### src/design/tcgp_pkg.sv
// ----------------------------------------------------------------------------
// tcgp_pkg
// Shared types and constants of the text cursor glyph placer.
// ----------------------------------------------------------------------------
package tcgp_pkg;

    localparam int COLS_DEF       = 40;
    localparam int ROWS_DEF       = 25;
    localparam int COUNT_BITS_DEF = 12;

    localparam int Q_DEPTH = 2;

    localparam int S_DATA_W = 40;
    localparam int M_DATA_W = 96;

    localparam logic [7:0] CH_END    = 8'h00;
    localparam logic [7:0] CH_NL     = 8'h0A;
    localparam logic [7:0] CH_BS     = 8'h08;
    localparam logic [7:0] CH_SPACE  = 8'h20;
    localparam logic [7:0] CH_QUOTE  = 8'h27;
    localparam logic [7:0] CH_COMMA  = 8'h2C;
    localparam logic [7:0] CH_PERIOD = 8'h2E;
    localparam logic [7:0] CH_SLASH  = 8'h2F;
    localparam logic [7:0] CH_GT     = 8'h3E;
    localparam logic [7:0] CH_BAR    = 8'h7C;

    localparam logic [5:0] GLYPH_BLANK  = 6'd0;
    localparam logic [5:0] GLYPH_DIGIT0 = 6'd27;
    localparam logic [5:0] GLYPH_QUOTE  = 6'd38;
    localparam logic [5:0] GLYPH_PERIOD = 6'd39;
    localparam logic [5:0] GLYPH_GT     = 6'd40;
    localparam logic [5:0] GLYPH_SLASH  = 6'd41;
    localparam logic [5:0] GLYPH_BAR    = 6'd42;
    localparam logic [5:0] GLYPH_COMMA  = 6'd43;
    localparam logic [5:0] GLYPH_LAST   = 6'd43;

    localparam logic [5:0] ROW_SAT = 6'd63;

    localparam logic KIND_DRAW   = 1'b0;
    localparam logic KIND_REPORT = 1'b1;

    typedef enum logic [2:0] {
        OP_END,
        OP_DRAW,
        OP_MOVE,
        OP_NL,
        OP_BS
    } t_op;

    typedef struct packed {
        t_op         op;
        logic        first;
        logic [7:0]  start_col;
        logic [7:0]  start_row;
        logic [5:0]  glyph;
        logic [11:0] offset;
        logic [7:0]  color;
        logic        overlay;
    } t_item;

    typedef struct packed {
        logic        kind;
        logic [5:0]  glyph_index;
        logic [31:0] glyph_address;
        logic [8:0]  pixel_x;
        logic [8:0]  pixel_y;
        logic [7:0]  draw_color;
        logic        draw_overlay;
        logic [11:0] final_count;
        logic [5:0]  final_col;
        logic [5:0]  final_row;
    } t_result;

endpackage

### src/design/tcgp_front.sv
// ----------------------------------------------------------------------------
// tcgp_front
// Classify one character byte: operation, glyph number and font offset.
// ----------------------------------------------------------------------------
module tcgp_front (
    input  logic [7:0]     i_char_code,
    input  logic           i_first,
    input  logic [7:0]     i_start_col,
    input  logic [7:0]     i_start_row,
    input  logic [7:0]     i_color,
    input  logic           i_overlay,
    output tcgp_pkg::t_item o_item
);
    import tcgp_pkg::*;

    t_op        op;
    logic [5:0] glyph;
    logic       blank;
    logic [7:0] c;

    assign c = i_char_code;

    always_comb begin
        op    = OP_MOVE;
        glyph = GLYPH_BLANK;
        blank = 1'b0;
        if (c == CH_END) begin
            op = OP_END;
        end else if (c == CH_BS) begin
            op = OP_BS;
        end else if (c == CH_NL) begin
            op = OP_NL;
        end else if (c >= 8'h41 && c <= 8'h5A) begin
            op    = OP_DRAW;
            glyph = 6'(c - 8'h40);
        end else if (c >= 8'h61 && c <= 8'h7A) begin
            op    = OP_DRAW;
            glyph = 6'(c - 8'h60);
        end else if (c >= 8'h30 && c <= 8'h3A) begin
            op    = OP_DRAW;
            glyph = 6'(c - 8'h30) + GLYPH_DIGIT0;
        end else begin
            case (c)
                CH_SPACE:  begin op = OP_DRAW; glyph = GLYPH_BLANK; blank = 1'b1; end
                CH_PERIOD: begin op = OP_DRAW; glyph = GLYPH_PERIOD; end
                CH_SLASH:  begin op = OP_DRAW; glyph = GLYPH_SLASH; end
                CH_GT:     begin op = OP_DRAW; glyph = GLYPH_GT; end
                CH_QUOTE:  begin op = OP_DRAW; glyph = GLYPH_QUOTE; end
                CH_COMMA:  begin op = OP_DRAW; glyph = GLYPH_COMMA; end
                CH_BAR:    begin op = OP_DRAW; glyph = GLYPH_BAR; end
                default:   begin op = OP_MOVE; end
            endcase
        end
    end

    // 75 * glyph as shifts and adds
    always_comb begin
        o_item.op        = op;
        o_item.first     = i_first;
        o_item.start_col = i_start_col;
        o_item.start_row = i_start_row;
        o_item.glyph     = glyph;
        o_item.offset    = {glyph, 6'b0} + {3'b0, glyph, 3'b0}
                         + {5'b0, glyph, 1'b0} + {6'b0, glyph};
        o_item.color     = i_color;
        o_item.overlay   = blank | i_overlay;
    end

endmodule

### src/design/tcgp_queue.sv
// ----------------------------------------------------------------------------
// tcgp_queue
// Short register queue between the classifier and the cursor engine.
// ----------------------------------------------------------------------------
module tcgp_queue (
    input  logic            i_clk,
    input  logic            i_rst_n,
    input  logic            i_push,
    input  tcgp_pkg::t_item i_item,
    output logic            o_full,
    output logic            o_valid,
    input  logic            i_pop,
    output tcgp_pkg::t_item o_item
);
    import tcgp_pkg::*;

    localparam int PTR_W = (Q_DEPTH > 1) ? $clog2(Q_DEPTH) : 1;
    localparam int CNT_W = $clog2(Q_DEPTH + 1);

    t_item              r_mem [Q_DEPTH];
    logic [PTR_W-1:0]   r_wptr;
    logic [PTR_W-1:0]   r_rptr;
    logic [CNT_W-1:0]   r_cnt;

    assign o_full  = (r_cnt == CNT_W'(Q_DEPTH));
    assign o_valid = (r_cnt != '0);
    assign o_item  = r_mem[r_rptr];

    function automatic logic [PTR_W-1:0] ptr_inc(input logic [PTR_W-1:0] p);
        if (p == PTR_W'(Q_DEPTH - 1)) begin
            ptr_inc = '0;
        end else begin
            ptr_inc = p + 1'b1;
        end
    endfunction

    always_ff @(posedge i_clk) begin
        if (!i_rst_n) begin
            r_wptr <= '0;
            r_rptr <= '0;
            r_cnt  <= '0;
        end else begin
            if (i_push) begin
                r_wptr <= ptr_inc(r_wptr);
            end
            if (i_pop) begin
                r_rptr <= ptr_inc(r_rptr);
            end
            case ({i_push, i_pop})
                2'b10:   r_cnt <= r_cnt + 1'b1;
                2'b01:   r_cnt <= r_cnt - 1'b1;
                default: r_cnt <= r_cnt;
            endcase
        end
    end

    always_ff @(posedge i_clk) begin
        if (i_push) begin
            r_mem[r_wptr] <= i_item;
        end
    end

endmodule

### src/design/tcgp_back.sv
// ----------------------------------------------------------------------------
// tcgp_back
// Cursor engine: move the cursor, count, latch stops, build results.
// ----------------------------------------------------------------------------
module tcgp_back #(
    parameter int COLS       = tcgp_pkg::COLS_DEF,
    parameter int ROWS       = tcgp_pkg::ROWS_DEF,
    parameter int COUNT_BITS = tcgp_pkg::COUNT_BITS_DEF
) (
    input  logic              i_clk,
    input  logic              i_rst_n,
    input  logic              i_cfg_we,
    input  logic [31:0]       i_cfg_wdata,
    input  logic              i_valid,
    input  tcgp_pkg::t_item   i_item,
    output logic              o_pop,
    output logic              o_valid,
    input  logic              i_ready,
    output tcgp_pkg::t_result o_result
);
    import tcgp_pkg::*;

    localparam logic [5:0] COL_LAST  = 6'(COLS - 1);
    localparam logic [5:0] ROW_LAST  = 6'(ROWS - 1);
    localparam logic [7:0] COL_LIM   = 8'(COLS - 1);
    localparam logic [7:0] ROW_LIM   = 8'(ROWS - 1);
    localparam logic [COUNT_BITS-1:0] COUNT_MAX = '1;

    logic [31:0]           r_font_base;
    logic [5:0]            r_col, n_col;
    logic [5:0]            r_row, n_row;
    logic [COUNT_BITS-1:0] r_count, n_count;
    logic                  r_stopped, n_stopped;
    logic                  r_invalid, n_invalid;
    logic                  r_out_valid;
    t_result               r_out, n_out;

    logic [5:0]            e_col, e_row;
    logic [COUNT_BITS-1:0] e_count, count_inc;
    logic                  e_stopped, e_invalid;
    logic                  emit;
    logic                  load;

    assign load    = !r_out_valid || i_ready;
    assign o_pop   = i_valid && load;
    assign o_valid = r_out_valid;
    assign o_result = r_out;

    always_comb begin
        if (i_item.first) begin
            e_col     = i_item.start_col[5:0];
            e_row     = i_item.start_row[5:0];
            e_count   = '0;
            e_stopped = 1'b0;
            e_invalid = !(i_item.start_col <= COL_LIM && i_item.start_row <= ROW_LIM);
        end else begin
            e_col     = r_col;
            e_row     = r_row;
            e_count   = r_count;
            e_stopped = r_stopped;
            e_invalid = r_invalid;
        end
        count_inc = (e_count == COUNT_MAX) ? e_count : e_count + 1'b1;
    end

    always_comb begin
        n_col     = e_col;
        n_row     = e_row;
        n_count   = e_count;
        n_stopped = e_stopped;
        n_invalid = e_invalid;
        emit      = 1'b0;
        n_out     = '0;
        n_out.kind          = KIND_DRAW;
        n_out.glyph_index   = i_item.glyph;
        n_out.glyph_address = r_font_base + 32'(i_item.offset);
        n_out.pixel_x       = {e_col, 3'b0};
        n_out.pixel_y       = {e_row, 3'b0};
        n_out.draw_color    = i_item.color;
        n_out.draw_overlay  = i_item.overlay;
        case (i_item.op)
            OP_END: begin
                emit  = 1'b1;
                n_out = '0;
                n_out.kind        = KIND_REPORT;
                n_out.final_count = 12'(e_count);
                n_out.final_col   = e_col;
                n_out.final_row   = e_row;
            end
            OP_DRAW, OP_MOVE, OP_NL: begin
                if (!e_stopped && !e_invalid) begin
                    emit = (i_item.op == OP_DRAW);
                    if (e_col < COL_LAST && i_item.op != OP_NL) begin
                        n_col   = e_col + 1'b1;
                        n_count = count_inc;
                    end else if (e_row < ROW_LAST || i_item.op == OP_NL) begin
                        n_col   = '0;
                        n_row   = (e_row == ROW_SAT) ? e_row : e_row + 1'b1;
                        n_count = count_inc;
                    end else begin
                        n_stopped = 1'b1;
                    end
                end
            end
            OP_BS: begin
                if (!e_stopped && !e_invalid) begin
                    if (e_col != '0) begin
                        n_col = e_col - 1'b1;
                    end else if (e_row != '0) begin
                        n_col = COL_LAST;
                        n_row = e_row - 1'b1;
                    end else begin
                        n_stopped = 1'b1;
                    end
                    if (!n_stopped) begin
                        emit    = 1'b1;
                        n_count = count_inc;
                        n_out.glyph_index   = GLYPH_BLANK;
                        n_out.glyph_address = r_font_base;
                        n_out.pixel_x       = {n_col, 3'b0};
                        n_out.pixel_y       = {n_row, 3'b0};
                        n_out.draw_overlay  = 1'b1;
                    end
                end
            end
            default: begin
                emit = 1'b0;
            end
        endcase
    end

    always_ff @(posedge i_clk) begin
        if (!i_rst_n) begin
            r_font_base <= '0;
            r_col       <= '0;
            r_row       <= '0;
            r_count     <= '0;
            r_stopped   <= 1'b0;
            r_invalid   <= 1'b0;
            r_out_valid <= 1'b0;
        end else begin
            if (i_cfg_we) begin
                r_font_base <= i_cfg_wdata;
            end
            if (o_pop) begin
                r_col     <= n_col;
                r_row     <= n_row;
                r_count   <= n_count;
                r_stopped <= n_stopped;
                r_invalid <= n_invalid;
            end
            if (o_pop && emit) begin
                r_out_valid <= 1'b1;
            end else if (i_ready) begin
                r_out_valid <= 1'b0;
            end
        end
    end

    always_ff @(posedge i_clk) begin
        if (o_pop && emit) begin
            r_out <= n_out;
        end
    end

endmodule

### src/design/text_cursor_glyph_placer_unit.sv
// ----------------------------------------------------------------------------
// text_cursor_glyph_placer_unit
// Text console engine: turns character bytes into glyph draw requests and end-of-string reports.
// ----------------------------------------------------------------------------
// Input stream s_axis carries one character byte per transfer; tuser marks the
// first byte of a string, whose tdata also brings the start column and row.
// A zero byte ends the string and yields one report transfer on m_axis
// (tuser = 1) with count and final cursor; printable bytes and backspace
// yield one draw transfer (tuser = 0); newline, unsupported bytes and bytes
// after a stop yield nothing.
// An input transfer is classified into a two-entry queue, and the cursor engine
// pops it from there into the output register.
// Throughput is one byte per cycle while m_axis takes results.
// When m_axis stalls, the output register holds, the queue fills, and
// s_axis_tready drops once both queue entries are taken.
// i_cfg_we writes font_base from i_cfg_wdata; write it only while idle.
// Reset clears cursor, count, stop flags, font_base, queue and output valid.
// ----------------------------------------------------------------------------
module text_cursor_glyph_placer_unit #(
    parameter int COLS       = tcgp_pkg::COLS_DEF,
    parameter int ROWS       = tcgp_pkg::ROWS_DEF,
    parameter int COUNT_BITS = tcgp_pkg::COUNT_BITS_DEF
) (
    input  logic                          i_clk,
    input  logic                          i_rst_n,
    input  logic                          i_cfg_we,
    input  logic [31:0]                   i_cfg_wdata,
    input  logic                          s_axis_tvalid,
    output logic                          s_axis_tready,
    // char_code[7:0], start_col[15:8], start_row[23:16], color[31:24],
    // overlay[32], zero fill[39:33]
    input  logic [tcgp_pkg::S_DATA_W-1:0] s_axis_tdata,
    // first[0]
    input  logic                          s_axis_tuser,
    output logic                          m_axis_tvalid,
    input  logic                          m_axis_tready,
    // glyph_index[5:0], glyph_address[37:6], pixel_x[46:38], pixel_y[55:47],
    // draw_color[63:56], draw_overlay[64], final_count[76:65],
    // final_col[82:77], final_row[88:83], zero fill[95:89]
    output logic [tcgp_pkg::M_DATA_W-1:0] m_axis_tdata,
    // kind[0]
    output logic                          m_axis_tuser
);
    import tcgp_pkg::*;

    t_item   front_item;
    t_item   q_item;
    t_result result;
    logic    q_full;
    logic    q_valid;
    logic    q_pop;
    logic    s_xfer;

    assign s_axis_tready = !q_full;
    assign s_xfer        = s_axis_tvalid && s_axis_tready;

    tcgp_front u_front (
        .i_char_code (s_axis_tdata[7:0]),
        .i_first     (s_axis_tuser),
        .i_start_col (s_axis_tdata[15:8]),
        .i_start_row (s_axis_tdata[23:16]),
        .i_color     (s_axis_tdata[31:24]),
        .i_overlay   (s_axis_tdata[32]),
        .o_item      (front_item)
    );

    tcgp_queue u_queue (
        .i_clk   (i_clk),
        .i_rst_n (i_rst_n),
        .i_push  (s_xfer),
        .i_item  (front_item),
        .o_full  (q_full),
        .o_valid (q_valid),
        .i_pop   (q_pop),
        .o_item  (q_item)
    );

    tcgp_back #(
        .COLS       (COLS),
        .ROWS       (ROWS),
        .COUNT_BITS (COUNT_BITS)
    ) u_back (
        .i_clk       (i_clk),
        .i_rst_n     (i_rst_n),
        .i_cfg_we    (i_cfg_we),
        .i_cfg_wdata (i_cfg_wdata),
        .i_valid     (q_valid),
        .i_item      (q_item),
        .o_pop       (q_pop),
        .o_valid     (m_axis_tvalid),
        .i_ready     (m_axis_tready),
        .o_result    (result)
    );

    assign m_axis_tuser = result.kind;
    assign m_axis_tdata = {7'b0,
                           result.final_row,
                           result.final_col,
                           result.final_count,
                           result.draw_overlay,
                           result.draw_color,
                           result.pixel_y,
                           result.pixel_x,
                           result.glyph_address,
                           result.glyph_index};

    a_report_clean: assert property (@(posedge i_clk) disable iff (!i_rst_n)
        (m_axis_tvalid && m_axis_tuser == KIND_REPORT) |-> (m_axis_tdata[64:0] == '0))
        else $error("report carries draw fields");

    a_draw_clean: assert property (@(posedge i_clk) disable iff (!i_rst_n)
        (m_axis_tvalid && m_axis_tuser == KIND_DRAW) |->
            (m_axis_tdata[88:65] == '0 && m_axis_tdata[5:0] <= GLYPH_LAST))
        else $error("draw carries report fields or bad glyph");

    a_reset_idle: assert property (@(posedge i_clk)
        !i_rst_n |=> !m_axis_tvalid)
        else $error("result valid right after reset");

    a_no_drop: assert property (@(posedge i_clk) disable iff (!i_rst_n)
        (q_valid && !q_pop) |=> q_valid)
        else $error("queued item lost");

endmodule
### config.mk
export PLATFORM = sky130hd
export DESIGN_NAME = text_cursor_glyph_placer_unit
export DESIGN_NICKNAME = d
export VERILOG_FILES = /design/src/design/tcgp_pkg.sv /design/src/design/tcgp_front.sv /design/src/design/tcgp_queue.sv /design/src/design/tcgp_back.sv /design/src/design/text_cursor_glyph_placer_unit.sv
export SDC_FILE = /design/constraint.sdc
export NUM_CORES = 1
export LEC_CHECK = 0
export BUFFER_PORTS_ARGS = -buffer_cell sky130_fd_sc_hd__buf_2
export CORE_AREA = 2 2 167 169
export DETAILED_ROUTE_END_ITERATION = 8
export DIE_AREA = 0 0 169 171
export PLACE_DENSITY = 0.7
export SYNTH_ARGS = -nofsm -noshare
export SYNTH_HDL_FRONTEND = slang
export SYNTH_SLANG_ARGS = --single-unit
### constraint.sdc
create_clock -name i_clk -period 12.1 [get_ports i_clk]
set_input_delay 2.42 -clock i_clk [delete_from_list [all_inputs] [get_ports i_clk]]
set_output_delay 2.42 -clock i_clk [all_outputs]
set_load 0.005 [all_outputs]
==> results of run 1 <==
[worst max path at each step]
stage                                             endpoint  slack, ns       startpoint  cells after the start
after CTS                   u_queue.r_mem[1][20]$_DFFE_PP_       5.50  s_axis_tdata[3]                     16
after global placement      u_queue.r_mem[0][20]$_DFFE_PP_       5.02  s_axis_tdata[3]                     16
final                       u_queue.r_mem[1][20]$_DFFE_PP_       5.41  s_axis_tdata[3]                     16
after detailed placement    u_queue.r_mem[1][20]$_DFFE_PP_       4.95  s_axis_tdata[3]                     16
after global routing        u_queue.r_mem[1][20]$_DFFE_PP_       4.98  s_axis_tdata[3]                     16
after floorplan           u_back.o_result[0]$_SDFFCE_PN0P_       5.19    m_axis_tready                      4
[final cells by class]
class | count | share of cell area, %
flip-flops and latches | 240 | 47.1
multi-input cells | 779 | 36.7
repair buffers | 168 | 6.25
clock buffers | 36 | 5.08
well taps | 346 | 3.11
clock inverters | 12 | 0.897
inverters | 30 | 0.808
diodes | 1 | 0.0179
[routing by layer]
| metal | GRT usage, % | up-vias | wire length, um |
|---|---|---|---|
| met5 | 0 | - | 0 |
| met4 | 7.02 | 0 | 919 |
| li1 | - | 4403 | - |
| met2 | 33.1 | 345 | 13900 |
| met1 | 28.8 | 4453 | 14100 |
| met3 | 3.61 | 56 | 1830 |
[critical path, cell delays in order]
cell and delay (ns):
buf_2 0.24, nor2b_1 0.07, o21ai_0 0.14, a21oi_1 0.08
nor3b_1 0.41, o21ai_0 0.30, o21ai_0 0.81, fa_1 0.55
ha_1 0.35, a21oi_1 0.21, nor2b_1 0.07, o21a_1 0.20
o41ai_1 0.47, maj3_1 0.29, nor2_1 0.05, xnor2_1 0.34
[power groups by stage]
stage	registers [mW]	logic [mW]	clock network [mW]
after floorplan	1.15	0.617	0
after global placement	1.14	0.910	0
after detailed placement	1.15	0.918	0
after CTS	1.13	0.925	0.793
after global routing	1.15	1.02	0.827
final	1.13	0.933	0.772
[registers in the layout (all words and copies together) (netlist names), named ones only]
name	cells
u_back.r_stopped	1
u_back.o_valid	1
u_back.o_result	84
u_back.r_col	6
u_queue.r_cnt	2
u_back.r_invalid	1
u_queue.r_mem	92
u_back.r_count	12
u_back.r_row	6
u_queue.r_rptr	1
u_queue.r_wptr	1
u_back.r_font_base	32
[stage by stage]
stage | worst slack [ns] | utilization [%] | hold WS, ns | power (mW) | instance area (um^2)
2_1_floorplan | 5.19 | - | 0.434 | 1.77 | 12100
3_3_place_gp | 5.02 | 48.0 | 0.444 | 2.05 | 13100
3_5_place_dp | 4.95 | 48.0 | 0.449 | 2.07 | 13100
4_1_cts | 5.50 | 51.0 | 0.464 | 2.85 | 13900
5_1_grt | 4.98 | 51.0 | 0.468 | 3.00 | 13900
6_report | 5.41 | 51.0 | 0.459 | 2.84 | 13900
[cell families after synthesis]
kind of cell	synth area share (%)
adder cells (fa/ha/maj)	4.47
buffers and inverters	3.41
AND/OR/NAND/NOR	14.9
multiplexers	6.03
flip-flops	54.6
XOR/XNOR	2.55
AO/OA/AOI/OAI	14.1
other	0.0312
[synth_stat cells (5+ instances only)]
library cell / instances / area, um^2
and3_1: 29 / 181
o21ai_1: 6 / 30.0
or4_1: 8 / 60.1
a221oi_1: 5 / 43.8
nand2_1: 69 / 259
a21oi_1: 55 / 275
nor2_1: 118 / 443
buf_2: 13 / 65.1
edfxtp_1: 176 / 5290
nand3_1: 33 / 165
mux2i_1: 50 / 500
nand4_1: 11 / 68.8
xor2_1: 10 / 87.6
xnor2_1: 25 / 219
a211oi_1: 5 / 37.5
nand2b_1: 9 / 56.3
a31oi_1: 15 / 93.8
clkbuf_1: 26 / 97.6
o31ai_1: 7 / 52.6
nor4_1: 12 / 75.1
or3_1: 11 / 68.8
a22o_1: 5 / 43.8
nor3_1: 26 / 130
buf_4: 13 / 97.6
mux2_2: 19 / 214
ha_1: 35 / 438
inv_1: 27 / 101
nor2b_1: 6 / 37.5
buf_1: 10 / 37.5
o21a_1: 10 / 75.1
a21o_1: 14 / 105
a221o_1: 6 / 60.1
dfxtp_1: 64 / 1280
o21ai_0: 74 / 370
==> results.tsv, run 1 <==
metric	value	unit
worst-r2r-setup-slack	6.29	ns
p_clk_share	27.2	%
io_buffers	156	
internal_power	1.84	mW
whs_endpoint	u_back.r_count[1]$_SDFFE_PN0P_	
cap_viol_max_count	0	
track_usage	20.7	%
start_kind	primary input	
post-cts-setup-buffers	0	
yosysUniqueCellTypes	80	
dr.first_iter.drc_count	771	
io_pins	177	
regArea	6570	um^2
clockBufferDepth	3	
drc	0	
cts_buffers	26	
numPlacedInstances	1563	
drive_gt1_share	19.4	%
fillers	2469	
synth_top_flop_cell	edfxtp_1	
via_count	9257	
ys_warn_count	0	
final_cells	1612	
clk_latency	0.54	ns
fmax	0.149	GHz
dp_hpwl	21200	um
ys_ff_latch	240	
peakVddDrop	0.121	mV
wl	30800	um
wl_per_cell	19.1	um
path_max_fanout	16	
power.switching	1.00	mW
finalHoldViolCount	0	
grt_max_degree	67	
hold_path_depth	1	
holdCritStartpoint	u_back.r_count[1]$_SDFFE_PN0P_	
clkSlewWorstSetupHoldPaths	0.06	ns
cts_num_sinks	240	
hp-class	flip-flop to flip-flop	
final.min_clock_period	6.69	ns
gp_congestion	0.908	
worstRegToRegCells	11	
grt-ovfl-total	0	
synth_edf_count	176	
synthCells	1099	
cts_hold_buf	0	
cp.arrival	7.01	ns
start_util	44.0	%
p_per_area	204	nW/um^2
power.leakage	5.45	nW
antenna_found_initial	1	
relSlewSlack	21.2	%
dieArea	28900	um^2
r2r_end	u_back.o_result[81]$_DFFE_PP_	
cts_resized	0	
cp-end-kind	flip-flop	
h-tree-depth	1	
rows	61	
ant_nets	0	
worst_slew_pin_slew	1.17	ns
detail_route.first_pass.iterations	5	
netlist_area	12000	um^2
status	finished clean	
finalMaxSlewViolations	0	
async_flop_share	0	%
die_width	169	um
area_growth	15.9	%
switching_share	35.3	%
crit_type	primary input to flip-flop	
core-area	27300	um^2
grt_pass1_vias	8687	
viasPerCell	5.74	
rsz0062_at_grt	false	
skew	0.0236	ns
multi_input_area	5120	um^2
syn_avg_cell_area	10.9	um^2
layout_commonest_cell	edfxtp_1	
cts_tree	done	
fp.dieH	171	um
tns	0	ns
cts_root_buf	clkbuf_16	
final_cell_mix	176 x edfxtp_1, 156 x buf_2, 116 x nor2_1, 74 x o21ai_0, 69 x nand2_1	
ys_seq_area_share	54.6	%
finalCritPeriodShare	55.3	%
grt_first_pass_wirelength	47500	um
worstPathRequired	12.41	ns
pwr-share-seq	39.9	%
pwr-share-comb	32.9	%
nets	1362	
finalSetupViolations	0	
Power figures use the tool's default switching activity.
==> run 2: changes to the inputs <==
ABC_AREA = 1   (was default)
CORE_AREA = 2 2 172 174   (was 2 2 167 169)
DIE_AREA = 0 0 174 176   (was 0 0 169 171)
PLACE_DENSITY = 0.72   (was 0.7)
clock period = 5.82 ns   (was 12.1 ns; I/O delays follow)
==> run 2 against run 1 <==
Net effect: register-to-register slack lost 4.5 ns; synthesized cell count grew 35%; highest routed layer is now met5; flip-flop and latch count is the same; clock-buffer cell count shrank 3; utilization grew 0.66 points; die area grew 6.0%.
==> results.tsv, run 2 <==
metric	value	unit	change
start_kind	primary input		
netlist_area	12800	um^2	+6.1%
ys_ff_latch	240		unchanged
core-area	28500	um^2	+4.5%
synth_top_area_share	41.4	%	-2.5 points
worstPathRequired	6.10	ns	-6.31 ns
status	finished clean		
cts_resized	0		unchanged
relSlewSlack	13.3	%	-7.9 points
drive_gt1_share	16.8	%	-2.6 points
rows	62		+1.6%
grt_pass1_vias	10100		+16%
grt_first_pass_wirelength	50600	um	+6.5%
crit_chain	buf_2 -> inv_1 -> ha_1 -> nand2_1 -> nor2_1 -> nand2_1 -> nand4_1 -> nand2_1 -> inv_1 -> nand2_1 -> o21ai_0 -> inv_1 -> ha_1 -> a21o_1 -> ha_1 -> a21oi_1 -> nand2_1 -> a31oi_1 -> o21ai_0 -> a21o_1 -> nand3_1 -> nand2_1 -> nand3_1 -> nand2_1		
layout_commonest_cell	nand2_1		
drc	0		unchanged
critPathSlowestCell	ha_1		
skew	0.0260	ns	+0.00234 ns
grt_max_degree	57		-15%
h-tree-depth	1		unchanged
cts_hold_buf	0		unchanged
power.leakage	6.46	nW	+18%
area_growth	15.6	%	
synth_top_flop_cell	edfxtp_1		
post-cts-setup-buffers	0		unchanged
fillers	2630		+6.5%
p_per_area	468	nW/um^2	+130%
detail_route.first_pass.iterations	6		+1
wl_per_cell	15.8	um	-17%
gp_congestion	0.949		+4.5%
yosysUniqueCellTypes	54		-33%
final_cell_mix	354 x nand2_1, 176 x edfxtp_1, 163 x nor2_1, 156 x buf_2, 152 x inv_1		
tns	0	ns	unchanged
wl	32100	um	+4.2%
hp-class	flip-flop to flip-flop		
cap_viol_max_count	0		unchanged
io_pins	177		unchanged
ant_nets	0		unchanged
ys_top_cells_by_count	354 x nand2_1, 176 x edfxtp_1, 165 x nor2_1, 153 x inv_1, 123 x o21ai_0		
crit_type	primary input to flip-flop		
cts_num_sinks	240		unchanged
die_width	174	um	+3.0%
via_count	10700		+15%
slowest_delay	0.33	ns	-0.48 ns
path_max_fanout	6		-10
syn_avg_cell_area	8.62	um^2	-21%
post-synth-top-count-cell	nand2_1		
synth_top_area_cell	edfxtp_1		
ys_seq_area_share	51.4	%	-3.2 points
clkSlewWorstSetupHoldPaths	0.06	ns	about the same
cts_buffers	26		unchanged
finalHoldViolCount	0		unchanged
cp.arrival	4.64	ns	-2.37 ns
dr.first_iter.drc_count	919		+19%
top_register	u_queue.r_mem		
dieArea	30600	um^2	+6.0%
synthCells	1481		+35%
clk_latency	0.54	ns	about the same
viasPerCell	5.25		-8.6%
fp.dieH	176	um	+2.9%
grt-ovfl-total	0		unchanged
ys_warn_count	0		unchanged
dp_hpwl	22400	um	+5.5%
nets	1747		+28%
worst-r2r-setup-slack	1.82	ns	-4.47 ns
synthTopCellsByArea	edfxtp_1 41%, nand2_1 10%, dfxtp_1 10%, nor2_1 4.9%, o21ai_0 4.8%		
crit_top_cell	nand2_1		
clockBufferDepth	3		unchanged
synth_edf_count	176		unchanged
fmax	0.229	GHz	
cts_root_buf	clkbuf_16		
final.min_clock_period	4.36	ns	
cp-end-kind	flip-flop		
largest_reg_flops	92		unchanged
total_power	6.90	mW	+140%
track_usage	20.4	%	-0.39 points
finalCritPeriodShare	75.0	%	
rsz0062_at_grt	false		
antenna_found_initial	2		+1
regArea	6570	um^2	unchanged
cts_tree	done		
finalMaxSlewViolations	0		unchanged
peakVddDrop	0.236	mV	+95%
start_util	44.7	%	+0.70 points
worst_slew_pin_slew	1.30	ns	+0.126 ns
finalSetupViolations	0		unchanged
async_flop_share	0	%	unchanged
multi_input_area	5320	um^2	+3.8%
io_buffers	156		unchanged
[run 2: cell types whose count changed in the layout (fill, tap and decap cells not counted), moves of 10 or more]
cell / previous run / this run
nand2_1: 69 / 354
inv_1: 27 / 152
nand3_1: 33 / 90
mux2i_1: 49 / 0
o21ai_0: 74 / 123
nor2_1: 116 / 163
and3_1: 28 / 0
a21oi_1: 55 / 75
mux2_2: 19 / 0
nand2_2: 0 / 16
xnor2_1: 25 / 9
nor4_1: 12 / 1
or3_1: 11 / 1
[run 2: worst paths after layout]
| path | from | endpoint | depth (start not counted) |
|---|---|---|---|
| worst max-delay path | s_axis_tdata[1] | u_queue.r_mem[1][20]$_DFFE_PP_ | 24 |
| worst min-delay path | u_queue.r_rptr$_SDFFE_PN0P_ | flip-flop | 1 |
| worst max register to register | flip-flop | u_back.o_result[57]$_DFFE_PP_ | 17 |
| worst min register to register | u_queue.r_rptr$_SDFFE_PN0P_ | flip-flop | 1 |
[run 2: where the power goes]
group | internal, mW | total (mW) | leakage (nW) | switching (mW)
clock network | 1.05 | 1.72 | 0.435 | 0.674
registers | 2.28 | 2.43 | 2.18 | 0.150
logic | 0.814 | 2.75 | 3.84 | 1.94
[run 2: stage by stage]
stage / instance area (um^2) / util (%) / std cells / hold WS [ns] / setup WS [ns]
after detailed placement: 13900 / 48.5 / 1986 / 0.445 / 0.992
after floorplan: 12800 / - / 1493 / 0.426 / 1.41
final: 14800 / 51.7 / 2035 / 0.458 / 1.46
after global placement: 13900 / 48.5 / 1986 / 0.429 / 1.09
after global routing: 14800 / 51.7 / 2034 / 0.488 / 1.08
after CTS: 14800 / 51.7 / 2034 / 0.455 / 1.52
[run 2: kinds of logic after synthesis]
family	share of synthesized area, %
compound gates	11.2
xor+xnor	1.51
fa+ha+maj	4.06
buf+inv	7.43
flops	51.4
other cells	0.0294
simple gates	24.4
[run 2: per-layer routing]
layer	up-vias	GRT usage, %	share of wire [%]
met2	411	34.0	46
met3	66	3.73	7.6
met5	-	0	0.040
met4	2	6.27	2.3
met1	4969	27.1	44
li1	5233	-	-
[run 2: layout make-up]
| cell class | count | area share (%) |
|---|---|---|
| flip-flops and latches | 240 | 44.5 |
| multi-input cells | 1032 | 36.0 |
| diodes | 1 | 0.0170 |
| clock buffers | 33 | 4.87 |
| inverters | 163 | 4.24 |
| clock inverters | 15 | 1.22 |
| well taps | 384 | 3.26 |
| repair buffers | 167 | 5.85 |
[run 2: critical path: cells and delay by family]
family / cells / cell delay (ns)
AOI/OAI and AO/OA: 6 / 1.00
and+or+nand+nor: 11 / 1.06
adders and majority gates: 3 / 0.87
buffers and inverters: 4 / 0.54
